## config.mk

```make
export PLATFORM = sky130hd
export DESIGN_NAME = radio_link_activation_sequencer_flat
export DESIGN_NICKNAME = d
export VERILOG_FILES = /design/src/hdl/rlas_pkg.sv /design/src/hdl/rlas_in_if.sv /design/src/hdl/rlas_out_if.sv /design/src/hdl/rlas_step.sv /design/src/hdl/radio_link_activation_sequencer.sv /design/src/flat_wrapper.sv
export SDC_FILE = /design/constraint.sdc
export NUM_CORES = 1
export LEC_CHECK = 0
export BUFFER_PORTS_ARGS = -buffer_cell sky130_fd_sc_hd__buf_2
export CORE_MARGIN = 2
export CORE_UTILIZATION = 30
export CTS_BUF_LIST = sky130_fd_sc_hd__clkbuf_16
export DETAILED_ROUTE_END_ITERATION = 7
export PLACE_DENSITY_LB_ADDON = 0.08
export SLEW_MARGIN = 10
export SYNTH_ARGS = -nofsm -noshare
export SYNTH_HDL_FRONTEND = slang
export SYNTH_HIERARCHICAL = 1
export SYNTH_SLANG_ARGS = --single-unit
```

## constraint.sdc

```tcl
create_clock -name i_clk -period 5.1 [get_ports i_clk]
set_input_delay 0.765 -clock i_clk [delete_from_list [all_inputs] [get_ports i_clk]]
set_output_delay 0.765 -clock i_clk [all_outputs]
set_load 0.01 [all_outputs]
```

## src/hdl/rlas_pkg.sv

```systemverilog
`default_nettype none

package rlas_pkg;

    // field widths
    localparam int unsigned TICK_W  = 20;
    localparam int unsigned RETRY_W = 8;
    localparam int unsigned CFG_IDX_W  = 3;
    localparam int unsigned CFG_DATA_W = 20;

    localparam logic [TICK_W-1:0]  TICK_MAX  = '1;
    localparam logic [RETRY_W-1:0] RETRY_MAX = '1;

    // register indexes on the configuration port
    localparam logic [CFG_IDX_W-1:0] CFG_SSID     = 3'd0;
    localparam logic [CFG_IDX_W-1:0] CFG_ACT_DLY  = 3'd1;
    localparam logic [CFG_IDX_W-1:0] CFG_CONN_TO  = 3'd2;
    localparam logic [CFG_IDX_W-1:0] CFG_MAX_RTRY = 3'd3;
    localparam logic [CFG_IDX_W-1:0] CFG_COOL_DLY = 3'd4;

    // reset values of the registers
    localparam logic [TICK_W-1:0]  RST_ACT_DLY  = 20'd3000;
    localparam logic [TICK_W-1:0]  RST_CONN_TO  = 20'd15000;
    localparam logic [RETRY_W-1:0] RST_MAX_RTRY = 8'd3;
    localparam logic [TICK_W-1:0]  RST_COOL_DLY = 20'd10000;

    // request codes
    localparam logic [1:0] REQ_TICK = 2'd0;
    localparam logic [1:0] REQ_ACT  = 2'd1;
    localparam logic [1:0] REQ_OFF  = 2'd2;

    typedef enum logic [2:0] {
        MODE_IDLE = 3'd0,
        MODE_COND = 3'd1,
        MODE_ACT  = 3'd2,
        MODE_CONN = 3'd3,
        MODE_COOL = 3'd4
    } t_mode;

    typedef struct packed {
        logic               ssid_configured;
        logic [TICK_W-1:0]  activation_delay;
        logic [TICK_W-1:0]  connect_timeout;
        logic [RETRY_W-1:0] max_retries;
        logic [TICK_W-1:0]  cooldown_delay;
    } t_cfg;

    typedef struct packed {
        t_mode              mode;
        logic [TICK_W-1:0]  elapsed;
        logic [RETRY_W-1:0] retry;
        logic               ext_req;
    } t_state;

    typedef struct packed {
        logic [1:0] req_type;
        logic       mesh_ok;
        logic       neighbor_present;
        logic       peer_seen;
        logic       link_up;
    } t_item;

    typedef struct packed {
        t_mode mode;
        logic  radio_on;
        logic  start_radio;
        logic  stop_radio;
        logic  announce_up;
        logic  announce_down;
        logic  fault;
    } t_result;

endpackage

`default_nettype wire

```

## src/hdl/rlas_in_if.sv

```systemverilog
`default_nettype none

interface rlas_in_if;
    logic       valid;
    logic       ready;
    logic [1:0] req_type;
    logic       mesh_ok;
    logic       neighbor_present;
    logic       peer_seen;
    logic       link_up;

    modport source (
        output valid, req_type, mesh_ok, neighbor_present, peer_seen, link_up,
        input  ready
    );
    modport sink (
        input  valid, req_type, mesh_ok, neighbor_present, peer_seen, link_up,
        output ready
    );
endinterface

`default_nettype wire

```

## src/hdl/rlas_out_if.sv

```systemverilog
`default_nettype none

interface rlas_out_if;
    logic       valid;
    logic       ready;
    logic [2:0] mode;
    logic       radio_on;
    logic       start_radio;
    logic       stop_radio;
    logic       announce_up;
    logic       announce_down;
    logic       fault;

    modport source (
        output valid, mode, radio_on, start_radio, stop_radio, announce_up,
               announce_down, fault,
        input  ready
    );
    modport sink (
        input  valid, mode, radio_on, start_radio, stop_radio, announce_up,
               announce_down, fault,
        output ready
    );
endinterface

`default_nettype wire

```

## src/hdl/rlas_step.sv

```systemverilog
`default_nettype none

// One state transition: current state, registers and one item in,
// next state and the result beat out.
module rlas_step
    import rlas_pkg::*;
(
    input  var t_cfg    i_cfg,
    input  var t_state  i_st,
    input  var t_item   i_item,
    output t_state      o_st,
    output t_result     o_res
);

    logic [TICK_W-1:0]  elapsed_inc;
    logic [RETRY_W-1:0] retry_inc;
    logic               cond;
    logic               start, stop, ann_up, ann_down, flt;

    // saturating increments
    assign elapsed_inc = (i_st.elapsed != TICK_MAX) ? i_st.elapsed + 1'b1 : i_st.elapsed;
    assign retry_inc   = (i_st.retry != RETRY_MAX) ? i_st.retry + 1'b1 : i_st.retry;

    // link condition
    assign cond = i_cfg.ssid_configured &&
                  ((i_item.mesh_ok && i_item.neighbor_present && i_item.peer_seen) ||
                   i_st.ext_req);

    always_comb begin
        o_st     = i_st;
        start    = 1'b0;
        stop     = 1'b0;
        ann_up   = 1'b0;
        ann_down = 1'b0;
        flt      = 1'b0;
        case (i_item.req_type)
            REQ_TICK: begin
                o_st.elapsed = elapsed_inc;
                case (i_st.mode)
                    MODE_IDLE: begin
                        if (cond) begin
                            o_st.mode    = MODE_COND;
                            o_st.elapsed = '0;
                        end
                    end
                    MODE_COND: begin
                        if (!cond) begin
                            o_st.mode    = MODE_IDLE;
                            o_st.elapsed = '0;
                            o_st.ext_req = 1'b0;
                        end else if (elapsed_inc >= i_cfg.activation_delay) begin
                            o_st.mode    = MODE_ACT;
                            o_st.elapsed = '0;
                            start        = 1'b1;
                        end
                    end
                    MODE_ACT: begin
                        if (i_item.link_up) begin
                            o_st.retry   = '0;
                            o_st.mode    = MODE_CONN;
                            o_st.elapsed = '0;
                            ann_up       = 1'b1;
                        end else if (elapsed_inc >= i_cfg.connect_timeout) begin
                            // connect attempt timed out: retry or give up
                            o_st.retry   = retry_inc;
                            o_st.elapsed = '0;
                            stop         = 1'b1;
                            if (retry_inc >= i_cfg.max_retries) begin
                                flt       = 1'b1;
                                o_st.mode = MODE_COOL;
                            end else begin
                                start = 1'b1;
                            end
                        end
                    end
                    MODE_CONN: begin
                        if (!cond || elapsed_inc >= i_cfg.connect_timeout) begin
                            stop         = 1'b1;
                            ann_down     = 1'b1;
                            o_st.ext_req = 1'b0;
                            o_st.mode    = MODE_COOL;
                            o_st.elapsed = '0;
                        end
                    end
                    MODE_COOL: begin
                        if (elapsed_inc >= i_cfg.cooldown_delay) begin
                            o_st.mode    = MODE_IDLE;
                            o_st.elapsed = '0;
                        end
                    end
                    default: begin
                        o_st.mode    = MODE_IDLE;
                        o_st.elapsed = '0;
                    end
                endcase
            end
            REQ_ACT: begin
                if (i_st.mode inside {MODE_IDLE, MODE_COND}) begin
                    o_st.ext_req = 1'b1;
                    if (i_st.mode == MODE_IDLE) begin
                        o_st.mode    = MODE_COND;
                        o_st.elapsed = '0;
                    end
                end
            end
            REQ_OFF: begin
                stop         = 1'b1;
                o_st.ext_req = 1'b0;
                o_st.retry   = '0;
                o_st.mode    = MODE_IDLE;
                o_st.elapsed = '0;
            end
            default: begin
                // unused code: no change, no strobes
            end
        endcase
    end

    // result beat; start is blocked without a network name
    always_comb begin
        o_res.mode          = o_st.mode;
        o_res.radio_on      = (o_st.mode == MODE_ACT) || (o_st.mode == MODE_CONN);
        o_res.start_radio   = start && i_cfg.ssid_configured;
        o_res.stop_radio    = stop;
        o_res.announce_up   = ann_up;
        o_res.announce_down = ann_down;
        o_res.fault         = flt;
    end

endmodule

`default_nettype wire

```

## src/hdl/radio_link_activation_sequencer.sv

```systemverilog
`default_nettype none

// Channel   Dir  Beat contents
// i_in      in   req_type, mesh_ok, neighbor_present, peer_seen, link_up
// o_out     out  mode, radio_on, start_radio, stop_radio, announce_up,
//                announce_down, fault
// i_cfg_*   in   write enable, register index, write data (no read-back)
//
// Each input beat yields one output beat: it is held in the input register, then
// passes through the transition logic into the output register. A new beat is
// accepted every cycle while the output drains.
// The state advances when a beat moves from the input to the output register,
// so a stall at the output holds both stages and the input stops after one.
// Synchronous active-low reset restores register defaults and idle mode.
module radio_link_activation_sequencer
    import rlas_pkg::*;
(
    input  var logic                  i_clk,
    input  var logic                  i_rst_n,
    rlas_in_if.sink                   i_in,
    rlas_out_if.source                o_out,
    input  var logic                  i_cfg_we,
    input  var logic [CFG_IDX_W-1:0]  i_cfg_idx,
    input  var logic [CFG_DATA_W-1:0] i_cfg_data
);

    t_cfg    r_cfg;
    t_state  r_st;
    t_state  n_st;
    t_item   r_item;
    logic    r_in_valid;
    t_result r_res;
    t_result n_res;
    logic    r_out_valid;
    logic    adv;

    // configuration registers
    always_ff @(posedge i_clk) begin
        if (!i_rst_n) begin
            r_cfg.ssid_configured  <= 1'b0;
            r_cfg.activation_delay <= RST_ACT_DLY;
            r_cfg.connect_timeout  <= RST_CONN_TO;
            r_cfg.max_retries      <= RST_MAX_RTRY;
            r_cfg.cooldown_delay   <= RST_COOL_DLY;
        end else if (i_cfg_we) begin
            case (i_cfg_idx)
                CFG_SSID:     r_cfg.ssid_configured  <= i_cfg_data[0];
                CFG_ACT_DLY:  r_cfg.activation_delay <= i_cfg_data[TICK_W-1:0];
                CFG_CONN_TO:  r_cfg.connect_timeout  <= i_cfg_data[TICK_W-1:0];
                CFG_MAX_RTRY: r_cfg.max_retries      <= i_cfg_data[RETRY_W-1:0];
                CFG_COOL_DLY: r_cfg.cooldown_delay   <= i_cfg_data[TICK_W-1:0];
                default: begin
                end
            endcase
        end
    end

    // pipeline control
    assign adv        = r_in_valid && (!r_out_valid || o_out.ready);
    assign i_in.ready = !r_in_valid || adv;

    // input register
    always_ff @(posedge i_clk) begin
        if (!i_rst_n) begin
            r_in_valid <= 1'b0;
        end else if (i_in.ready) begin
            r_in_valid <= i_in.valid;
        end
        if (i_in.ready && i_in.valid) begin
            r_item.req_type         <= i_in.req_type;
            r_item.mesh_ok          <= i_in.mesh_ok;
            r_item.neighbor_present <= i_in.neighbor_present;
            r_item.peer_seen        <= i_in.peer_seen;
            r_item.link_up          <= i_in.link_up;
        end
    end

    rlas_step u_step (
        .i_cfg  (r_cfg),
        .i_st   (r_st),
        .i_item (r_item),
        .o_st   (n_st),
        .o_res  (n_res)
    );

    // sequencer state and output register
    always_ff @(posedge i_clk) begin
        if (!i_rst_n) begin
            r_st.mode    <= MODE_IDLE;
            r_st.elapsed <= '0;
            r_st.retry   <= '0;
            r_st.ext_req <= 1'b0;
            r_out_valid  <= 1'b0;
        end else begin
            if (adv) begin
                r_st <= n_st;
            end
            if (adv) begin
                r_out_valid <= 1'b1;
            end else if (o_out.ready) begin
                r_out_valid <= 1'b0;
            end
        end
        if (adv) begin
            r_res <= n_res;
        end
    end

    assign o_out.valid         = r_out_valid;
    assign o_out.mode          = r_res.mode;
    assign o_out.radio_on      = r_res.radio_on;
    assign o_out.start_radio   = r_res.start_radio;
    assign o_out.stop_radio    = r_res.stop_radio;
    assign o_out.announce_up   = r_res.announce_up;
    assign o_out.announce_down = r_res.announce_down;
    assign o_out.fault         = r_res.fault;

    // result beat mode tracks the sequencer state
    a_mode_track: assert property (@(posedge i_clk) disable iff (!i_rst_n)
        adv |=> (r_res.mode == r_st.mode))
        else $error("result mode differs from state mode");

    // a fault always comes with a radio stop
    a_fault_stop: assert property (@(posedge i_clk) disable iff (!i_rst_n)
        (r_out_valid && r_res.fault) |-> (r_res.stop_radio && r_res.mode == MODE_COOL))
        else $error("fault without stop or cool-down");

    // link-up announce only on entry to connected, with retries cleared
    a_up_conn: assert property (@(posedge i_clk) disable iff (!i_rst_n)
        (adv && n_res.announce_up) |=> (r_st.mode == MODE_CONN && r_st.retry == '0))
        else $error("announce up outside connected entry");

    // radio level follows the mode
    a_radio_on: assert property (@(posedge i_clk) disable iff (!i_rst_n)
        r_out_valid |->
            (r_res.radio_on == (r_res.mode == MODE_ACT || r_res.mode == MODE_CONN)))
        else $error("radio_on inconsistent with mode");

endmodule

`default_nettype wire
```

## src/flat_wrapper.sv

```systemverilog
// flat-port wrapper written by rule: the top's interface ports become plain ports
module radio_link_activation_sequencer_flat import rlas_pkg::*;
  (i_clk, i_rst_n, i_cfg_we, i_cfg_idx, i_cfg_data, i_in_valid, i_in_req_type, i_in_mesh_ok, i_in_neighbor_present, i_in_peer_seen, i_in_link_up, i_in_ready, o_out_valid, o_out_mode, o_out_radio_on, o_out_start_radio, o_out_stop_radio, o_out_announce_up, o_out_announce_down, o_out_fault, o_out_ready);
  rlas_in_if i_in_i ();
  rlas_out_if o_out_i ();
  input  var logic i_clk;
  input  var logic i_rst_n;
  input  var logic i_cfg_we;
  input  var logic [CFG_IDX_W-1:0] i_cfg_idx;
  input  var logic [CFG_DATA_W-1:0] i_cfg_data;
  input wire logic [$bits(i_in_i.valid)-1:0] i_in_valid;
  input wire logic [$bits(i_in_i.req_type)-1:0] i_in_req_type;
  input wire logic [$bits(i_in_i.mesh_ok)-1:0] i_in_mesh_ok;
  input wire logic [$bits(i_in_i.neighbor_present)-1:0] i_in_neighbor_present;
  input wire logic [$bits(i_in_i.peer_seen)-1:0] i_in_peer_seen;
  input wire logic [$bits(i_in_i.link_up)-1:0] i_in_link_up;
  output wire logic [$bits(i_in_i.ready)-1:0] i_in_ready;
  output wire logic [$bits(o_out_i.valid)-1:0] o_out_valid;
  output wire logic [$bits(o_out_i.mode)-1:0] o_out_mode;
  output wire logic [$bits(o_out_i.radio_on)-1:0] o_out_radio_on;
  output wire logic [$bits(o_out_i.start_radio)-1:0] o_out_start_radio;
  output wire logic [$bits(o_out_i.stop_radio)-1:0] o_out_stop_radio;
  output wire logic [$bits(o_out_i.announce_up)-1:0] o_out_announce_up;
  output wire logic [$bits(o_out_i.announce_down)-1:0] o_out_announce_down;
  output wire logic [$bits(o_out_i.fault)-1:0] o_out_fault;
  input wire logic [$bits(o_out_i.ready)-1:0] o_out_ready;
  assign i_in_i.valid = i_in_valid;
  assign i_in_i.req_type = i_in_req_type;
  assign i_in_i.mesh_ok = i_in_mesh_ok;
  assign i_in_i.neighbor_present = i_in_neighbor_present;
  assign i_in_i.peer_seen = i_in_peer_seen;
  assign i_in_i.link_up = i_in_link_up;
  assign i_in_ready = i_in_i.ready;
  assign o_out_valid = o_out_i.valid;
  assign o_out_mode = o_out_i.mode;
  assign o_out_radio_on = o_out_i.radio_on;
  assign o_out_start_radio = o_out_i.start_radio;
  assign o_out_stop_radio = o_out_i.stop_radio;
  assign o_out_announce_up = o_out_i.announce_up;
  assign o_out_announce_down = o_out_i.announce_down;
  assign o_out_fault = o_out_i.fault;
  assign o_out_i.ready = o_out_ready;
  radio_link_activation_sequencer u_core (.i_clk(i_clk), .i_rst_n(i_rst_n), .i_in(i_in_i), .o_out(o_out_i), .i_cfg_we(i_cfg_we), .i_cfg_idx(i_cfg_idx), .i_cfg_data(i_cfg_data));
endmodule
```

# --- After elaboration in Yosys (flattened, before gate mapping) ---
# Cells that the tools add are included.
word_totals:
  wordCells: 122
  in_bits: 34
  regBits: 118
classes:
  mux: 37
  eq_ne: 21
  add_sub_neg: 2
  n_lt_le_gt_ge: 4
  reduce_logical: 32
  n_bitwise: 3
ops:
  columns: ["cell", "n"]
  rows:
  - ["$mux 23", 7]
  - ["$pmux 23 s5", 1]
  - ["$pmux 23 s3", 1]
  - ["$mux 31", 2]
  - ["$ge 20x20->1", 3]
  - ["$add 20x1->20 const B", 1]
  - ["$mux 20", 1]
  - ["$ne 20x20->1 const B", 1]
  - ["$eq 3x2->1 const B", 6]
  - ["$mux 1", 16]
  - ["$mux 8", 2]
  - ["$pmux 8 s2", 1]
  - ["$reduce_and 2->1", 7]
  - ["$add 8x1->8 const B", 1]
  - ["$ge 8x8->1", 1]
  - ["$ne 8x8->1 const B", 1]
  - ["$pmux 1 s2", 4]
  - ["$reduce_and 4->1", 2]
  - ["$eq 3x1->1 const B", 2]
  - ["$eq 3x3->1 const B", 2]
  - ["$logic_and 1x1->1", 6]
  - ["$logic_not 3->1", 2]
  - ["$ne 3x2->1 const B", 2]
  - ["$ne 3x3->1 const B", 2]
  - ["other kinds (14)", 25]

# --- Depth between registers and ports, before layout ---
logic_depth:
  depth_word: 11
  ltp_mapped: 19

# --- Modules after synthesis ---
# The synthesis kept the hierarchy.
modules_own_cells:
  columns: ["mod", "n_inst", "area_each_um2", "seq_area_each_um2", "cells_each"]
  rows:
  - ["radio_link_activation_sequencer", 1, 4244.1, 2512.4, 418]
  - ["rlas_step", 1, 3208.1, 0.0, 489]

# --- Least setup slack after synthesis ---
# Ideal clock, no wire load.
synth_timing:
  path_type: "register -> register"
  from: "register u_core/r_st[9] (netlist name)"
  to: "register u_core/r_st[26] (netlist name)"
  path_stages_with_launch: 20
  arrival_ns: 4.017
  path_slack_ns: 1.012
  required_time_ns: 5.028
  setup_ns: 0.072
  synth_period_minus_slack_ns: 4.088
  path_cell_list: "dfxtp_1 ha_1 nand3_1 or3_1 nor3_2 buf_4 nor4_1 and2_1 or2_1 ha_1 a21oi_1 o21ai_0 a221oi_1 o211ai_1 o31ai_2 buf_4 o221ai_1 o211ai_1 nand2_1 mux2i_1"
synth_rtl:
  columns: ["element", "line", "text"]
  rows:
  - ["start: declaration", "radio_link_activation_sequencer.sv:28", "t_state r_st;"]
  - ["start signal: assignment", "radio_link_activation_sequencer.sv:96", "r_st <= n_st;"]

==> results.json <==
{
  "cts_resized": 0,
  "dp_hpwl_mm": 15.2,
  "cts_buffer_depth": 2,
  "hold_viol_final": 0,
  "wirelength_mm": 20.5,
  "postCtsSetupRepairBufs": 0,
  "drive_above_1_share_pct": 11.7,
  "cp.required_ps": 5450,
  "start_util_pct": 30.6,
  "setup-violations-final": 0,
  "syn-cell-area_sq_mm": 0.00745,
  "arrival_ps": 5000,
  "power.total_mw": 2.39,
  "yosysSeqAreaShare_pct": 33.7,
  "drv_slew": 0,
  "cp_common_cell": "buf_4",
  "h-tree-depth": 4,
  "path_max_fanout": 14,
  "cp_slowest_stage_delay_ps": 500,
  "period_share_pct": 91.2,
  "vias_per_cell": 4.84,
  "io_pins": 45,
  "route.detailed.drc": 0,
  "cts_tree": "built",
  "routed-via-count": 6157,
  "finalSetupTns_ps": 0,
  "path_delay_family": "simple AND/OR/NAND/NOR gates",
  "cts_buffers": 17,
  "wire_per_inst_microns": 16.1,
  "ys_seq_elements": 118,
  "min_path_type": "reg2reg",
  "routabilityCongestion": 0.805,
  "drtIter0Drc": 368,
  "ff2ff_setup_slack_ps": 450,
  "ir_drop_mv": 0.169,
  "postPlaceCellArea_sq_mm": 0.00789,
  "clk_latency_ps": 420,
  "antenna_found_initial": 0,
  "synth_cell_types": 58,
  "nNetsFinal": 1038,
  "fillerInstances": 2571,
  "grt_pass1_wl_mm": 33.5,
  "crit_path_start_kind": "flop",
  "end_kind": "flop",
  "synthFlopType": "dfxtp_1",
  "cts-root-buf": "clkbuf_16",
  "critPathSlowestCell": "or3_1",
  "tightest_slew_ps": 903,
  "die_y_microns": 162,
  "gr-usage-all-layers_pct": 16.5,
  "synth_warnings": 6,
  "regArea_sq_mm": 0.00251,
  "fin_crit_ps": 4650,
  "grt_pass1_vias": 6233,
  "cts_hold_buf": 0,
  "clock.fmax_ghz": 0.215,
  "synthArstFlopShare_pct": 0,
  "synth_nets": 1011,
  "drv_cap": 0,
  "antenna_cells": 0,
  "leakage_nw": 3.59,
  "relSlewSlack_pct": 39.8,
  "area_growth_syn_to_layout_pct": 14.1,
  "dieWidth_microns": 162,
  "multi_input_area_sq_mm": 0.00433,
  "cts.sink_count": 118,
  "grt_overflow": 0,
  "path_buf_inv": 3,
  "finClkSkew_ps": 5.61,
  "rsz0062_at_grt": "no",
  "path_clk_slew_ps": 60,
  "rows": 57,
  "syn_area_per_cell_sq_um": 8.22,
  "fin_area_sq_mm": 0.00850,
  "power_per_cell_area_mw_per_mm2": 281,
  "floorplan.die_area_sq_mm": 0.0261,
  "status": "completed",
  "coreArea_sq_mm": 0.0243,
  "path_cells": "ha_1 > nand3_1 > or3_1 > nor3_2 > buf_4 > nor4_1 > and2_1 > or2_1 > ha_1 > a21oi_1 > o21ai_0 > a221oi_1 > buf_4 > o211ai_1 > o31ai_2 > buf_4 > o21ai_1 > o211ai_1 > nand2_1 > mux2i_1",
  "port_buffers": 44,
  "syn_inst": 907,
  "final_antenna_net_count": 0,
  "first_pass_iters": 4,
  "grt_max_degree": 82,
  "path_class": "reg2reg",
  "synth_edf_count": 15
}
[cells in the final DEF (no fill, tap or decap), types with 6 or more instances in the layout]
master,n
or2_2,6
a21oi_1,29
clkbuf_16,17
o21ai_0,62
buf_4,19
xnor2_1,8
nand2_1,167
nand2b_1,7
a32o_1,12
o211ai_1,10
ha_1,70
o221ai_1,8
mux2i_1,55
nor2_1,31
o21a_1,6
or3_1,6
and3_1,6
o21ai_1,9
inv_1,72
and2_1,7
dfxtp_1,102
buf_2,43
nor2b_1,7
nor3_1,10
nand3_1,73
nand4_1,13
edfxtp_1,15
[synthesized netlist by cell type, drive strengths merged, types with 2 or more instances]
library cell / instances / area (sq um)
nand2: 167 / 627
dfxtp: 103 / 2060
nand3: 73 / 365
inv: 71 / 267
o21ai: 71 / 355
ha: 70 / 876
mux2i: 55 / 551
buf: 42 / 302
nor2: 31 / 116
a21oi: 29 / 145
edfxtp: 15 / 450
clkbuf: 13 / 52.6
nand4: 13 / 81.3
a32o: 12 / 120
nor3: 12 / 70.1
o211ai: 10 / 75.1
or2: 10 / 65.1
nor2b: 9 / 63.8
o221ai: 8 / 70.1
xnor2: 8 / 70.1
and2: 7 / 43.8
nand2b: 7 / 43.8
and3: 6 / 37.5
o21a: 6 / 45.0
or3: 6 / 37.5
a21o: 5 / 37.5
nor4: 5 / 31.3
o31ai: 5 / 42.5
xor2: 5 / 43.8
a211oi: 4 / 35.0
a31oi: 4 / 25.0
mux2: 3 / 33.8
nand4bb: 3 / 33.8
o2111ai: 3 / 26.3
a211o: 2 / 17.5
a221o: 2 / 20.0
a221oi: 2 / 17.5
o31a: 2 / 17.5
[metal layers]
| layer | share of wire, % | track usage, % | wire length (microns) |
|---|---|---|---|
| met5 | 0 | 0 | 0 |
| met4 | 0.95 | 4.14 | 195 |
| met3 | 2.4 | 3.06 | 502 |
| met2 | 50 | 29.3 | 10200 |
| met1 | 47 | 20.5 | 9640 |
[where the power goes]
group	switching [mW]	internal, mW	leakage (nW)
clock	0.466	0.811	0.295
sequential	0.0117	0.960	0.979
combinational	0.0942	0.0500	2.32
total	0.572	1.82	3.59
[metrics by stage]
step                      instances  util, %  worst slack (ps)  hold slack (ps)
after floorplan                 907        -              1010              431
after global placement         1239     32.4               459              448
after detailed placement       1239     32.4               398              451
after CTS                      1271     35.0               378              459
after global routing           1271     35.0              56.9              472
final                          1271     35.0               448              456
[registers in the layout, summed over array words and instances, names as in the netlist]
signal	cells
u_core/r_cfg	69
u_core/r_st	32
u_core/r_item	6
u_core/o_out.mode	3
u_core/o_out.announce_down	1
u_core/o_out.announce_up	1
u_core/o_out.fault	1
u_core/o_out.radio_on	1
u_core/o_out.start_radio	1
u_core/o_out.stop_radio	1
u_core/o_out.valid	1
u_core/r_in_valid	1
[path summary, 6_finish.rpt]
kind / cells past startpoint / startpoint / endpoint
worst max-delay path: 20 / u_core/r_st[10]$_SDFFE_PN0P_ / u_core/r_st[26]$_SDFFE_PN0P_
worst min-delay path: 2 / u_core/r_cfg[12]$_SDFFE_PN0P_ / u_core/r_cfg[12]$_SDFFE_PN0P_
worst max register to register: 20 / u_core/r_st[10]$_SDFFE_PN0P_ / u_core/r_st[26]$_SDFFE_PN0P_
worst min register to register: 2 / u_core/r_cfg[12]$_SDFFE_PN0P_ / u_core/r_cfg[12]$_SDFFE_PN0P_
[kinds of logic after synthesis]
kind of cell	count (synthesis)	share of synthesized area [%]
XOR/XNOR	13	1.53
flip-flops	118	33.7
multiplexers	58	7.84
AO/OA/AOI/OAI	169	14.7
buffers and inverters	126	8.33
AND/OR/NAND/NOR	353	22.1
adder cells (fa/ha/maj)	70	11.8
[cell type report]
type | instances | share of cell area (%)
clock inverter | 15 | 2.19
clock buffer | 17 | 5.00
timing repair buffer | 63 | 4.44
multi-input combinational | 663 | 50.9
inverter | 71 | 3.13
tap | 324 | 4.77
sequential | 118 | 29.6
[worst reg2reg max path, stage by stage, from the launching register on]
cell and delay, ps:
dfxtp_1 390, ha_1 220, nand3_1 150, or3_1 500, nor3_2 200, buf_4 200
nor4_1 90, and2_1 180, or2_1 290, ha_1 320, a21oi_1 140, o21ai_0 100
a221oi_1 330, buf_4 180, o211ai_1 130, o31ai_2 250, buf_4 250, o21ai_1 190
o211ai_1 260, nand2_1 70, mux2i_1 140
Note: power is estimated with default switching activity, not from simulation.
